### src/rtl/core/hdf_pkg.sv
// ----------------------------------------------------------------------------
// hdf_pkg
// Shared types, constants and the crc-8 byte update for the sensor frame
// decoder.
// ----------------------------------------------------------------------------
package hdf_pkg;

  // frame layout
  localparam int unsigned FRAME_BYTES = 3;
  localparam logic [1:0]  LAST_POS    = 2'(FRAME_BYTES - 1);

  // crc-8, polynomial 0x31 with the implicit top bit dropped
  localparam logic [7:0]  CRC_POLY    = 8'h31;
  localparam logic [7:0]  CRC_INIT    = 8'h00;

  // two low bits of the raw word are sensor status bits
  localparam logic [15:0] RAW_MASK    = 16'hfffc;

  // temperature conversion
  localparam logic [14:0] KELVIN_SLOPE  = 15'd17572;
  localparam logic [15:0] KELVIN_OFFSET = 16'd22630;
  localparam logic [16:0] CELSIUS_SHIFT = 17'd27315;
  localparam logic [16:0] FAHR_OFFSET   = 17'd3200;

  // reciprocal of 5 scaled by 2^18, exact for dividends below 2^18
  localparam logic [15:0] RECIP_5     = 16'd52429;
  localparam int unsigned RECIP_SHIFT = 18;

  // humidity conversion
  localparam logic [10:0] HUM_SLOPE   = 11'd1250;
  localparam logic [10:0] HUM_OFFSET  = 11'd60;

  // one assembled frame waiting for conversion
  typedef struct packed {
    logic        ok;
    logic        kind;
    logic [15:0] raw;
  } hdf_frame_t;

  // crc-8 over one byte, msb first
  function automatic logic [7:0] crc8_update(input logic [7:0] crc,
                                             input logic [7:0] data);
    logic [7:0] c;
    c = crc ^ data;
    for (int i = 0; i < 8; i++) begin
      if (c[7]) begin
        c = {c[6:0], 1'b0} ^ CRC_POLY;
      end else begin
        c = {c[6:0], 1'b0};
      end
    end
    return c;
  endfunction

endpackage

### src/rtl/core/hdf_front.sv
// ----------------------------------------------------------------------------
// hdf_front
// Takes frame bytes, runs the crc and assembles the raw word; on the last
// byte of a frame it hands one frame record to the queue.
// ----------------------------------------------------------------------------
module hdf_front
  import hdf_pkg::*;
(
  input  logic       clk,
  input  logic       rst,
  input  logic       push,
  input  logic [7:0] data_byte,
  input  logic       quantity,
  output logic       full,
  input  logic       q_full,
  output logic       q_push,
  output hdf_frame_t q_data
);

  logic [7:0] crc_accum;
  logic [1:0] byte_position;
  logic [7:0] high_byte;
  logic [7:0] low_byte;
  logic [7:0] crc_next;
  logic       last_byte;
  logic       accept;

  // only the closing byte needs room in the queue
  assign last_byte = (byte_position >= LAST_POS);
  assign full      = last_byte && q_full;
  assign accept    = push && !full;
  assign crc_next  = crc8_update(crc_accum, data_byte);

  // frame record for the queue
  assign q_push      = accept && last_byte;
  assign q_data.ok   = (crc_next == 8'h00);
  assign q_data.kind = quantity;
  assign q_data.raw  = {high_byte, low_byte} & RAW_MASK;

  // byte position and crc state
  always_ff @(posedge clk) begin
    if (rst) begin
      crc_accum     <= CRC_INIT;
      byte_position <= '0;
    end else if (accept) begin
      if (last_byte) begin
        crc_accum     <= CRC_INIT;
        byte_position <= '0;
      end else begin
        crc_accum     <= crc_next;
        byte_position <= byte_position + 2'd1;
      end
    end
  end

  // data bytes of the frame
  always_ff @(posedge clk) begin
    if (rst) begin
      high_byte <= '0;
      low_byte  <= '0;
    end else if (accept && !last_byte) begin
      if (byte_position == 2'd0) begin
        high_byte <= data_byte;
      end else begin
        low_byte <= data_byte;
      end
    end
  end

endmodule

### src/rtl/core/hdf_queue.sv
// ----------------------------------------------------------------------------
// hdf_queue
// Short first-in first-out queue of frame records between the byte front
// and the conversion pipeline.
// ----------------------------------------------------------------------------
module hdf_queue
  import hdf_pkg::*;
#(
  parameter int unsigned DEPTH = 2
) (
  input  logic       clk,
  input  logic       rst,
  input  logic       wr_en,
  input  hdf_frame_t wr_data,
  output logic       q_full,
  output logic       rd_valid,
  input  logic       rd_en,
  output hdf_frame_t rd_data
);

  localparam int unsigned PTR_W = (DEPTH > 1) ? $clog2(DEPTH) : 1;
  localparam int unsigned CNT_W = $clog2(DEPTH + 1);
  localparam logic [PTR_W-1:0] PTR_LAST = PTR_W'(DEPTH - 1);
  localparam logic [CNT_W-1:0] CNT_FULL = CNT_W'(DEPTH);

  hdf_frame_t       entries [DEPTH];
  logic [PTR_W-1:0] wr_ptr;
  logic [PTR_W-1:0] rd_ptr;
  logic [CNT_W-1:0] count;
  logic             do_wr;
  logic             do_rd;

  assign q_full   = (count == CNT_FULL);
  assign rd_valid = (count != '0);
  assign rd_data  = entries[rd_ptr];
  assign do_wr    = wr_en && !q_full;
  assign do_rd    = rd_en && rd_valid;

  // pointers and fill count
  always_ff @(posedge clk) begin
    if (rst) begin
      wr_ptr <= '0;
      rd_ptr <= '0;
      count  <= '0;
    end else begin
      if (do_wr) begin
        wr_ptr <= (wr_ptr == PTR_LAST) ? '0 : wr_ptr + PTR_W'(1);
      end
      if (do_rd) begin
        rd_ptr <= (rd_ptr == PTR_LAST) ? '0 : rd_ptr + PTR_W'(1);
      end
      if (do_wr && !do_rd) begin
        count <= count + CNT_W'(1);
      end else if (do_rd && !do_wr) begin
        count <= count - CNT_W'(1);
      end
    end
  end

  // entry storage
  always_ff @(posedge clk) begin
    if (do_wr) begin
      entries[wr_ptr] <= wr_data;
    end
  end

endmodule

### src/rtl/core/hdf_back.sv
// ----------------------------------------------------------------------------
// hdf_back
// Three-stage conversion pipeline: constant multiplies, offsets and the
// fahrenheit scaling; the last stage is the result register.
// ----------------------------------------------------------------------------
module hdf_back
  import hdf_pkg::*;
(
  input  logic               clk,
  input  logic               rst,
  input  logic               rd_valid,
  input  hdf_frame_t         rd_data,
  output logic               rd_en,
  output logic               empty,
  input  logic               pop,
  output logic               crc_ok,
  output logic               frame_kind,
  output logic [15:0]        raw_value,
  output logic [15:0]        centikelvin,
  output logic signed [14:0] centicelsius,
  output logic signed [15:0] centifahrenheit,
  output logic [10:0]        humidity_ppth
);

  // stage 1: products
  logic        s1_valid;
  logic        s1_ok;
  logic        s1_kind;
  logic [15:0] s1_raw;
  logic [30:0] s1_prod_k;
  logic [26:0] s1_prod_h;

  // stage 2: offsets and scaled magnitude
  logic               s2_valid;
  logic               s2_ok;
  logic               s2_kind;
  logic [15:0]        s2_raw;
  logic [15:0]        s2_ck;
  logic signed [14:0] s2_cc;
  logic [10:0]        s2_hum;
  logic [16:0]        s2_mag9;
  logic               s2_neg;

  // stage 3 is the result register
  logic s3_valid;

  logic s1_ready;
  logic s2_ready;
  logic s3_ready;

  // stage 2 combinational terms
  logic [15:0]        ck_calc;
  logic signed [16:0] cc_wide;
  logic [16:0]        cc_abs;
  logic [10:0]        h_calc;
  logic [10:0]        hum_calc;

  // stage 3 combinational terms
  logic [32:0] q_prod;
  logic [14:0] q_calc;
  logic [16:0] cf_calc;
  logic        temp_en;
  logic        hum_en;

  // pipeline handshake
  assign s3_ready = !s3_valid || pop;
  assign s2_ready = !s2_valid || s3_ready;
  assign s1_ready = !s1_valid || s2_ready;
  assign rd_en    = rd_valid && s1_ready;
  assign empty    = !s3_valid;

  // stage valid bits
  always_ff @(posedge clk) begin
    if (rst) begin
      s1_valid <= 1'b0;
      s2_valid <= 1'b0;
      s3_valid <= 1'b0;
    end else begin
      if (s1_ready) begin
        s1_valid <= rd_valid;
      end
      if (s2_ready) begin
        s2_valid <= s1_valid;
      end
      if (s3_ready) begin
        s3_valid <= s2_valid;
      end
    end
  end

  // stage 1: constant multiplies
  always_ff @(posedge clk) begin
    if (s1_ready) begin
      s1_ok     <= rd_data.ok;
      s1_kind   <= rd_data.kind;
      s1_raw    <= rd_data.raw;
      s1_prod_k <= 31'(rd_data.raw) * 31'(KELVIN_SLOPE);
      s1_prod_h <= 27'(rd_data.raw) * 27'(HUM_SLOPE);
    end
  end

  // kelvin, celsius and humidity offsets
  always_comb begin
    ck_calc  = KELVIN_OFFSET + 16'(s1_prod_k[30:16]);
    cc_wide  = $signed({1'b0, ck_calc}) - $signed(CELSIUS_SHIFT);
    cc_abs   = cc_wide[16] ? 17'(-cc_wide) : 17'(cc_wide);
    h_calc   = s1_prod_h[26:16];
    hum_calc = (h_calc > HUM_OFFSET) ? (h_calc - HUM_OFFSET) : 11'd0;
  end

  // stage 2 registers
  always_ff @(posedge clk) begin
    if (s2_ready) begin
      s2_ok   <= s1_ok;
      s2_kind <= s1_kind;
      s2_raw  <= s1_raw;
      s2_ck   <= ck_calc;
      s2_cc   <= cc_wide[14:0];
      s2_hum  <= hum_calc;
      s2_mag9 <= {cc_abs[13:0], 3'b000} + 17'(cc_abs[13:0]);
      s2_neg  <= cc_wide[16];
    end
  end

  // divide the magnitude by 5, truncating, then restore the sign
  always_comb begin
    q_prod  = 33'(s2_mag9) * 33'(RECIP_5);
    q_calc  = q_prod[RECIP_SHIFT +: 15];
    cf_calc = s2_neg ? (FAHR_OFFSET - 17'(q_calc)) : (FAHR_OFFSET + 17'(q_calc));
    temp_en = s2_ok && s2_kind;
    hum_en  = s2_ok && !s2_kind;
  end

  // result register, fields of the other kind and failed frames read 0
  always_ff @(posedge clk) begin
    if (s3_ready) begin
      crc_ok          <= s2_ok;
      frame_kind      <= s2_kind;
      raw_value       <= s2_ok ? s2_raw : 16'd0;
      centikelvin     <= temp_en ? s2_ck : 16'd0;
      centicelsius    <= temp_en ? s2_cc : 15'sd0;
      centifahrenheit <= temp_en ? $signed(cf_calc[15:0]) : 16'sd0;
      humidity_ppth   <= hum_en ? s2_hum : 11'd0;
    end
  end

endmodule

### src/rtl/core/humidity_temp_frame_decoder_top.sv
// ----------------------------------------------------------------------------
// humidity_temp_frame_decoder_top
// Sensor measurement frame decoder: crc-8 check and unit conversion of a
// three-byte humidity or temperature frame.
// ----------------------------------------------------------------------------
// Push the frame bytes in order msb, lsb, crc; the quantity bit sampled with
// the crc byte selects temperature (1) or humidity (0). One byte is taken
// every clock cycle while full is low, and each third byte produces one
// result beat, readable once it has passed the frame queue, the stage 1 and
// stage 2 registers and the result register, held until popped. full is
// raised only on the crc byte of a frame, and only while the frame queue
// (QUEUE_DEPTH entries) is full because results are not being popped; the
// rate is set by the byte front, which runs the crc over one byte per cycle.
// A failed crc gives crc_ok low and all value fields zero.
// ----------------------------------------------------------------------------
module humidity_temp_frame_decoder_top
  import hdf_pkg::*;
#(
  parameter int unsigned QUEUE_DEPTH = 2
) (
  input  logic               clk,
  input  logic               rst,
  input  logic               push,
  output logic               full,
  input  logic [7:0]         data_byte,
  input  logic               quantity,
  output logic               empty,
  input  logic               pop,
  output logic               crc_ok,
  output logic               frame_kind,
  output logic [15:0]        raw_value,
  output logic [15:0]        centikelvin,
  output logic signed [14:0] centicelsius,
  output logic signed [15:0] centifahrenheit,
  output logic [10:0]        humidity_ppth
);

  logic       q_full;
  logic       q_push;
  hdf_frame_t q_wr_data;
  logic       q_rd_valid;
  logic       q_rd_en;
  hdf_frame_t q_rd_data;

  // byte front: crc and frame assembly
  hdf_front u_front (
    .clk       (clk),
    .rst       (rst),
    .push      (push),
    .data_byte (data_byte),
    .quantity  (quantity),
    .full      (full),
    .q_full    (q_full),
    .q_push    (q_push),
    .q_data    (q_wr_data)
  );

  // frame queue
  hdf_queue #(
    .DEPTH (QUEUE_DEPTH)
  ) u_queue (
    .clk      (clk),
    .rst      (rst),
    .wr_en    (q_push),
    .wr_data  (q_wr_data),
    .q_full   (q_full),
    .rd_valid (q_rd_valid),
    .rd_en    (q_rd_en),
    .rd_data  (q_rd_data)
  );

  // conversion pipeline and result register
  hdf_back u_back (
    .clk             (clk),
    .rst             (rst),
    .rd_valid        (q_rd_valid),
    .rd_data         (q_rd_data),
    .rd_en           (q_rd_en),
    .empty           (empty),
    .pop             (pop),
    .crc_ok          (crc_ok),
    .frame_kind      (frame_kind),
    .raw_value       (raw_value),
    .centikelvin     (centikelvin),
    .centicelsius    (centicelsius),
    .centifahrenheit (centifahrenheit),
    .humidity_ppth   (humidity_ppth)
  );

endmodule
### config.mk
export PLATFORM = sky130hd
export DESIGN_NAME = humidity_temp_frame_decoder_top
export DESIGN_NICKNAME = d
export VERILOG_FILES = /design/src/rtl/core/hdf_pkg.sv /design/src/rtl/core/hdf_front.sv /design/src/rtl/core/hdf_queue.sv /design/src/rtl/core/hdf_back.sv /design/src/rtl/core/humidity_temp_frame_decoder_top.sv
export SDC_FILE = /design/constraint.sdc
export NUM_CORES = 1
export LEC_CHECK = 0
export BUFFER_PORTS_ARGS = -buffer_cell sky130_fd_sc_hd__buf_2
export CAP_MARGIN = 30
export CORE_UTILIZATION = 59
export CTS_CLUSTER_DIAMETER = 200
export DETAILED_ROUTE_END_ITERATION = 8
export PLACE_DENSITY_LB_ADDON = 0.08
export SYNTH_ARGS = -nofsm -noshare
export SYNTH_HDL_FRONTEND = slang
export SYNTH_SLANG_ARGS = --single-unit
### constraint.sdc
create_clock -name clk -period 8.1 [get_ports clk]
set_clock_uncertainty 0.1 [all_clocks]
set_input_delay 0.81 -clock clk [delete_from_list [all_inputs] [get_ports clk]]
set_output_delay 0.81 -clock clk [all_outputs]
set_load 0.05 [all_outputs]
**Word level (Yosys, flattened, before mapping)**

Memories as Yosys holds them, arrays and structs flattened. A register that Yosys moved wholly into a read port is not among the register bits.
Index checks and enable logic that the tools add are counted.

- Multiplexer cells: 20
- Reductions and logical operators: 29
- $add $sub $neg: 12
- Equality and inequality tests: 1
- Bitwise gates (word level): 10
- $mul: 3
- $lt $le $gt $ge: 2

Operator list:

| operator | number |
|---|---|
| two-way mux 6 bit | 8 |
| multiplier 17 x 16 -> 33 bit, second input constant | 1 |
| multiplier 16 x 13 -> 29 bit, second input constant | 1 |
| multiplier 16 x 10 -> 26 bit, second input constant | 1 |
| inverter 3 bit | 8 |
| adder 17 x 14 -> 17 bit | 1 |
| subtractor 16 x 15 -> 17 bit, second input constant | 1 |
| adder 12 x 15 -> 16 bit, first input constant | 1 |
| adder 15 x 15 -> 16 bit, first input constant | 1 |
| two-way mux 16 bit | 1 |
| subtractor 12 x 15 -> 16 bit, first input constant | 1 |
| two-way mux 14 bit | 1 |
| negation 14 bit | 1 |
| greater-than comparator 11 x 6 -> 1 bit, second input constant | 1 |
| logical AND 1 bit | 11 |
| subtractor 11 x 6 -> 11 bit, second input constant | 1 |
| logical NOT 1 bit | 9 |
| logical NOT 8 bit | 1 |
| two-way mux 8 bit | 1 |
| XOR 8 bit | 1 |
| two-way mux 1 bit | 6 |
| two-way mux 2 bit | 3 |
| adder 2 x 1 -> 2 bit, second input constant | 2 |
| AND reduction 2 bit | 2 |
| 8 further kinds | 12 |

- Word-level logic and storage cells: 108
- Memories: 1
- Bits in registers: 260
- Input bits: 13
- RAM bits: 32
- Output and inout port bits: 78

Memories:

| name | depth | bits a word | read ports | clocked after memory_dff | wr ports | RTL line | RTL |
|---|---|---|---|---|---|---|---|
| u_queue.entries | 2 | 16 | 1 | 1 | 1 | hdf_queue.sv:26 | `hdf_frame_t entries [DEPTH];` |

**Longest topological paths before layout**

- Depth in word-level cells: 18
- Mapped depth: 27
- Gate-level depth less buffers: 26

**By module**

From an unflattened synthesis, not the netlist that was laid out.

- Cell total of the unflattened synthesis: 1801
- Area total of the unflattened synthesis: 20805.0 um^2

Modules (own cells, without submodules):

| module | area each (um^2) | instances | cells each | sequential area each (um^2) |
|---|---|---|---|---|
| hdf_back | 18146.2 | 1 | 1599 | 6005.8 |
| hdf_queue | 1516.5 | 1 | 81 | 1181.1 |
| hdf_front | 1142.3 | 1 | 121 | 480.5 |

**Least setup slack after synthesis**

Ideal clock, no wire load.

- Kind: reg2reg
- Start: register u_back.s2_mag9[3]
- End: register u_back.centifahrenheit[14], data pin
- Path slack: 1.329 ns
- Buffers on the path: 0
- Library setup time: 0.270 ns
- Cell stages (with the launch flop): 23
- Period minus slack after synthesis: 6.771 ns
- Data required time: 7.730 ns
- Arrival: 6.401 ns
- Cells stage by stage: edfxtp_1 -> ha_1 -> inv_1 -> fa_1 -> inv_1 -> fa_1 -> fa_1 -> inv_1 -> fa_1 -> fa_1 -> inv_1 -> ha_1 -> and4_1 -> a221o_1 -> or2_2 -> a21oi_1 -> xor2_1 -> ha_1 -> o211ai_1 -> o41a_1 -> o311ai_2 -> a31o_1 -> a21oi_1

- Word-level cells in the longest chain between the ends: 3
- Elaborated cells between the ends (all ways): 4
- Classes of those cells: add/sub (2); mul (1); mux (1)

Ends and longest elaborated chain:

| what | RTL line | RTL |
|---|---|---|
| start, declared | hdf_back.sv:41 | `logic [16:0] s2_mag9;` |
| start signal, assigned | hdf_back.sv:120 | `s2_mag9 <= {cc_abs[13:0], 3'b000} + 17'(cc_abs[13:0]);` |
| multiplier 17 x 16 -> 33 bit * | hdf_back.sv:127 | `q_prod = 33'(s2_mag9) * 33'(RECIP_5);` |
| adder 12 x 15 -> 16 bit or subtractor 12 x 15 -> 16 bit (tied branches) | hdf_back.sv:129 | `cf_calc = s2_neg ? (FAHR_OFFSET - 17'(q_calc)) : (FAHR_OFFSET + 17'(q_calc));` |
| two-way mux 16 bit * | hdf_back.sv:129 |  |
| end signal, assigned | hdf_back.sv:142 | `centifahrenheit <= temp_en ? $signed(cf_calc[15:0]) : 16'sd0;` |
| end, declared | hdf_back.sv:21 | `output logic signed [15:0] centifahrenheit,` |

Mark *: on every way between the ends. The rest lies on a longest branch, timed or not.
A chain may end at the register's enable or synchronous reset.

**Worst setup path in the final report**

- Start: register u_back.s2_mag9[1]
- End: register u_back.centifahrenheit[14], data pin

The elaborated chain is that of the path after synthesis.

==> impl_summary.log <==
INFO  metric status = finished, final reports clean
INFO  metric detail_route.drc_violations = 0
INFO  metric placementRows = 66
INFO  metric dominantRegCellSynth = sky130_fd_sc_hd__edfxtp_1
INFO  metric worstReg2RegEnd = u_back.centifahrenheit[14]$_SDFFCE_PN0P_
INFO  metric timing_hold_violations_final = 0
INFO  metric netlist.top_cell.by_area = sky130_fd_sc_hd__edfxtp_1
INFO  metric post-cts-setup-buffer-count = 0
INFO  metric rsz0062_at_grt = false
INFO  metric number_of_synthesized_flops_with_an_enable_pin = 223
INFO  metric timing.setup.critical_path_class = register to register
INFO  metric setup.worst_path.start_class = register
INFO  metric wire_per_inst = 17.4 µm
INFO  metric post_cts_hold_buffer_count = 0
INFO  metric grt_first_pass_wirelength = 65800 µm
INFO  metric cts-root-buf = sky130_fd_sc_hd__clkbuf_16
INFO  metric grt-ovfl-total = 0
INFO  metric tns = 0 ps
INFO  metric clock-sinks = 255
INFO  metric dp.final_hpwl = 31500 µm
INFO  metric via_per_inst = 5.40
INFO  metric grt.total_usage = 25.1%
INFO  metric worst_setup_path_end_kind = register
INFO  metric via_count = 12.5k
INFO  metric yosys_warnings = 0
INFO  metric post_synth_inst_count = 1742
INFO  metric dr.pass1.iters = 5
INFO  metric grt_start_max_net_pins = 76
INFO  metric timing.critical_path.arrival = 7470 ps
INFO  metric grt_antenna_before_repair = 0
INFO  metric numCtsBuffers = 28
INFO  metric hold_start = u_back.s1_raw[11]$_DFFE_PN_
INFO  metric cell_area_after_technology_mapping = 0.0196 mm²
INFO  metric cts_htree_levels = 1
INFO  metric finalWorstPathRequiredPeriod = 7310 ps
INFO  metric final_worst_path_cycle_share = 90.3%
INFO  metric initialDrtViolationCount = 609
INFO  metric max_slew_vio_count = 0
INFO  metric setup_viol = 0
INFO  metric routabilityCongestion = 0.906
INFO  metric synth_sequential_area_ratio = 37.4%
INFO  metric post-place-ws = 860 ps
INFO  metric clkLatencyLatePin = 590 ps
INFO  metric post_route_cells_drive_above_1_share = 9.64%
INFO  metric critical_path_required = 8260 ps
INFO  metric area.growth.synth_to_final = 10.1%
INFO  metric hold_end = u_back.s2_raw[11]$_DFFE_PP_
INFO  metric synth_top_cell_area_share = 34.1%
INFO  metric tritoncts = yes
INFO  metric clock_pin_slew_worst_setup_and_hold_paths = 70 ps
INFO  metric tightest_slew = 864 ps
INFO  metric i_o_pins = 91
INFO  metric timing.slew.headroom = 42.2%
INFO  metric netlist_top_cells_count = 337 x sky130_fd_sc_hd__inv_1, 290 x sky130_fd_sc_hd__ha_1, 223 x sky130_fd_sc_hd__edfxtp_1
INFO  metric timing.fmax = 0.137 GHz
INFO  metric postSynthRegisterBits = 255
INFO  metric clock_tree.buffer_depth = 3
INFO  metric max_cap_violations = 0
INFO  metric route.final.wire_length = 40200 µm
INFO  metric core_area = 0.0326 mm²
INFO  metric chipWidth = 184 µm
INFO  metric crit-reg2reg-launch = u_back.s2_mag9[1]$_DFFE_PP_
INFO  metric cts_resized = 0
INFO  metric grt_pass1_vias = 13.0k
INFO  metric r2r_setup_slack = 790 ps
INFO  metric timing.hold.worst.class = register to register
INFO  metric insertedDiodeCount = 0
INFO  metric post-route-worst-setup-slack = 787 ps
INFO  metric synth_most_common_cell = sky130_fd_sc_hd__inv_1
INFO  metric netlist_top_cells_area = sky130_fd_sc_hd__edfxtp_1 34%, sky130_fd_sc_hd__ha_1 18%, sky130_fd_sc_hd__fa_1 14%, sky130_fd_sc_hd__inv_1 6.4%, sky130_fd_sc_hd__xnor2_1 3.5%
INFO  metric design.die.area = 0.0340 mm²
INFO  metric holdPathStages = 0
INFO  metric dieHeight = 184 µm
INFO  metric crit_path_max_fanout = 6
INFO  metric antenna_left = 0
INFO  metric per_instance_average_area_after_synthesis = 11.3 µm²
INFO  metric buffer_ports.inserted = 88
INFO  metric worst_case_reg_to_reg_path_depth = 22
INFO  metric ys_types = 82
INFO  metric async_flop_share = 0%
INFO  metric start_util = 60.2%
INFO  metric num-nets-final = 2289
[cell usage in the layout (no fill, tap or decap), types with 34 or more instances in the layout]
master	netlist	final
sky130_fd_sc_hd__a21oi_1	57	57
sky130_fd_sc_hd__and3_1	39	39
sky130_fd_sc_hd__buf_2	0	88
sky130_fd_sc_hd__edfxtp_1	223	223
sky130_fd_sc_hd__fa_1	140	140
sky130_fd_sc_hd__ha_1	290	290
sky130_fd_sc_hd__inv_1	337	336
sky130_fd_sc_hd__nand2_1	62	61
sky130_fd_sc_hd__nor2_1	90	90
sky130_fd_sc_hd__o21ai_0	34	34
sky130_fd_sc_hd__xnor2_1	79	79
sky130_fd_sc_hd__xor2_1	42	42
[worst max-delay path by stage]
stage                                 from                                  endpoint  slack [ps]  cells past startpoint
4_1_cts        u_back.s2_mag9[3]$_DFFE_PP_  u_back.centifahrenheit[14]$_SDFFCE_PN0P_         780                     22
2_1_floorplan  u_back.s2_mag9[3]$_DFFE_PP_  u_back.centifahrenheit[14]$_SDFFCE_PN0P_        1330                     22
3_3_place_gp   u_back.s2_mag9[3]$_DFFE_PP_  u_back.centifahrenheit[14]$_SDFFCE_PN0P_         940                     22
6_report       u_back.s2_mag9[1]$_DFFE_PP_  u_back.centifahrenheit[14]$_SDFFCE_PN0P_         790                     22
3_5_place_dp   u_back.s2_mag9[3]$_DFFE_PP_  u_back.centifahrenheit[14]$_SDFFCE_PN0P_         860                     22
5_1_grt        u_back.s2_mag9[3]$_DFFE_PP_  u_back.centifahrenheit[14]$_SDFFCE_PN0P_         440                     22
[stage by stage]
step / hold WS (ps) / instances / util, % / instance area (µm²)
after global placement: 303 / 2256 / 63.2 / 20600
after CTS: 298 / 2307 / 66.1 / 21600
after detailed placement: 308 / 2256 / 63.2 / 20600
after global routing: 301 / 2309 / 66.3 / 21600
after floorplan: 300 / 1743 / - / 19600
final: 316 / 2309 / 66.3 / 21600
[area by class of cell]
type / count / area, µm²
Timing Repair Buffer: 100 / 571
Clock buffer: 32 / 716
Inverter: 341 / 1280
Multi-Input combinational cell: 1120 / 10900
Sequential cell: 255 / 7340
Fill cell: 2572 / 11000
Clock inverter: 19 / 229
Tap cell: 442 / 553
[logic make-up (layout without fill, tap and decap cells)]
| group | after synthesis | in the layout | share of synthesized area (%) |
|---|---|---|---|
| AOI/OAI and AO/OA | 207 | 207 | 7.19 |
| xor gates and xnor gates | 121 | 121 | 5.40 |
| adders and majority gates | 430 | 430 | 32.7 |
| buffers and inverters | 368 | 492 | 7.08 |
| DFF | 255 | 255 | 37.4 |
| muxes | 26 | 26 | 1.39 |
| other | 1 | 2 | 0.0191 |
| and+or+nand+nor | 334 | 334 | 8.81 |
[state kept, by name (all words and copies together), names as in the netlist, 12 cells and up, named ones only]
register	flops
u_back.centicelsius	15
u_back.centifahrenheit	16
u_back.centikelvin	16
u_back.raw_value	14
u_back.s1_prod_h	12
u_back.s1_prod_k	18
u_back.s2_cc	14
u_back.s2_ck	16
u_back.s2_mag9	17
u_back.s2_raw	14
u_queue.entries	32
[per-layer routing]
layer	track usage (%)	vias to the layer above	share of wire [%]
li1	-	6119	-
met1	31.9	6104	44
met2	45.0	180	51
met3	2.79	55	2.9
met4	7.10	0	2.4
met5	0	-	0
[critical path, stage by stage, from the launching register on]
cell	delay (ps)
sky130_fd_sc_hd__edfxtp_1	470
sky130_fd_sc_hd__ha_1	420
sky130_fd_sc_hd__xor2_1	170
sky130_fd_sc_hd__ha_1	310
sky130_fd_sc_hd__fa_1	520
sky130_fd_sc_hd__fa_1	520
sky130_fd_sc_hd__fa_1	540
sky130_fd_sc_hd__inv_1	50
sky130_fd_sc_hd__fa_1	520
sky130_fd_sc_hd__inv_1	40
sky130_fd_sc_hd__ha_1	350
sky130_fd_sc_hd__a21oi_1	260
sky130_fd_sc_hd__nand2_1	90
sky130_fd_sc_hd__a221o_1	370
sky130_fd_sc_hd__or2_2	350
sky130_fd_sc_hd__a21oi_1	180
sky130_fd_sc_hd__xor2_1	210
sky130_fd_sc_hd__ha_1	220
sky130_fd_sc_hd__o211ai_1	130
sky130_fd_sc_hd__o41a_1	550
sky130_fd_sc_hd__o311ai_2	330
sky130_fd_sc_hd__a31o_1	190
sky130_fd_sc_hd__a21oi_1	60
Power is left out: the tool's default activity adds up to more than one toggle a clock period on the data nets, which glitch-free logic cannot reach.
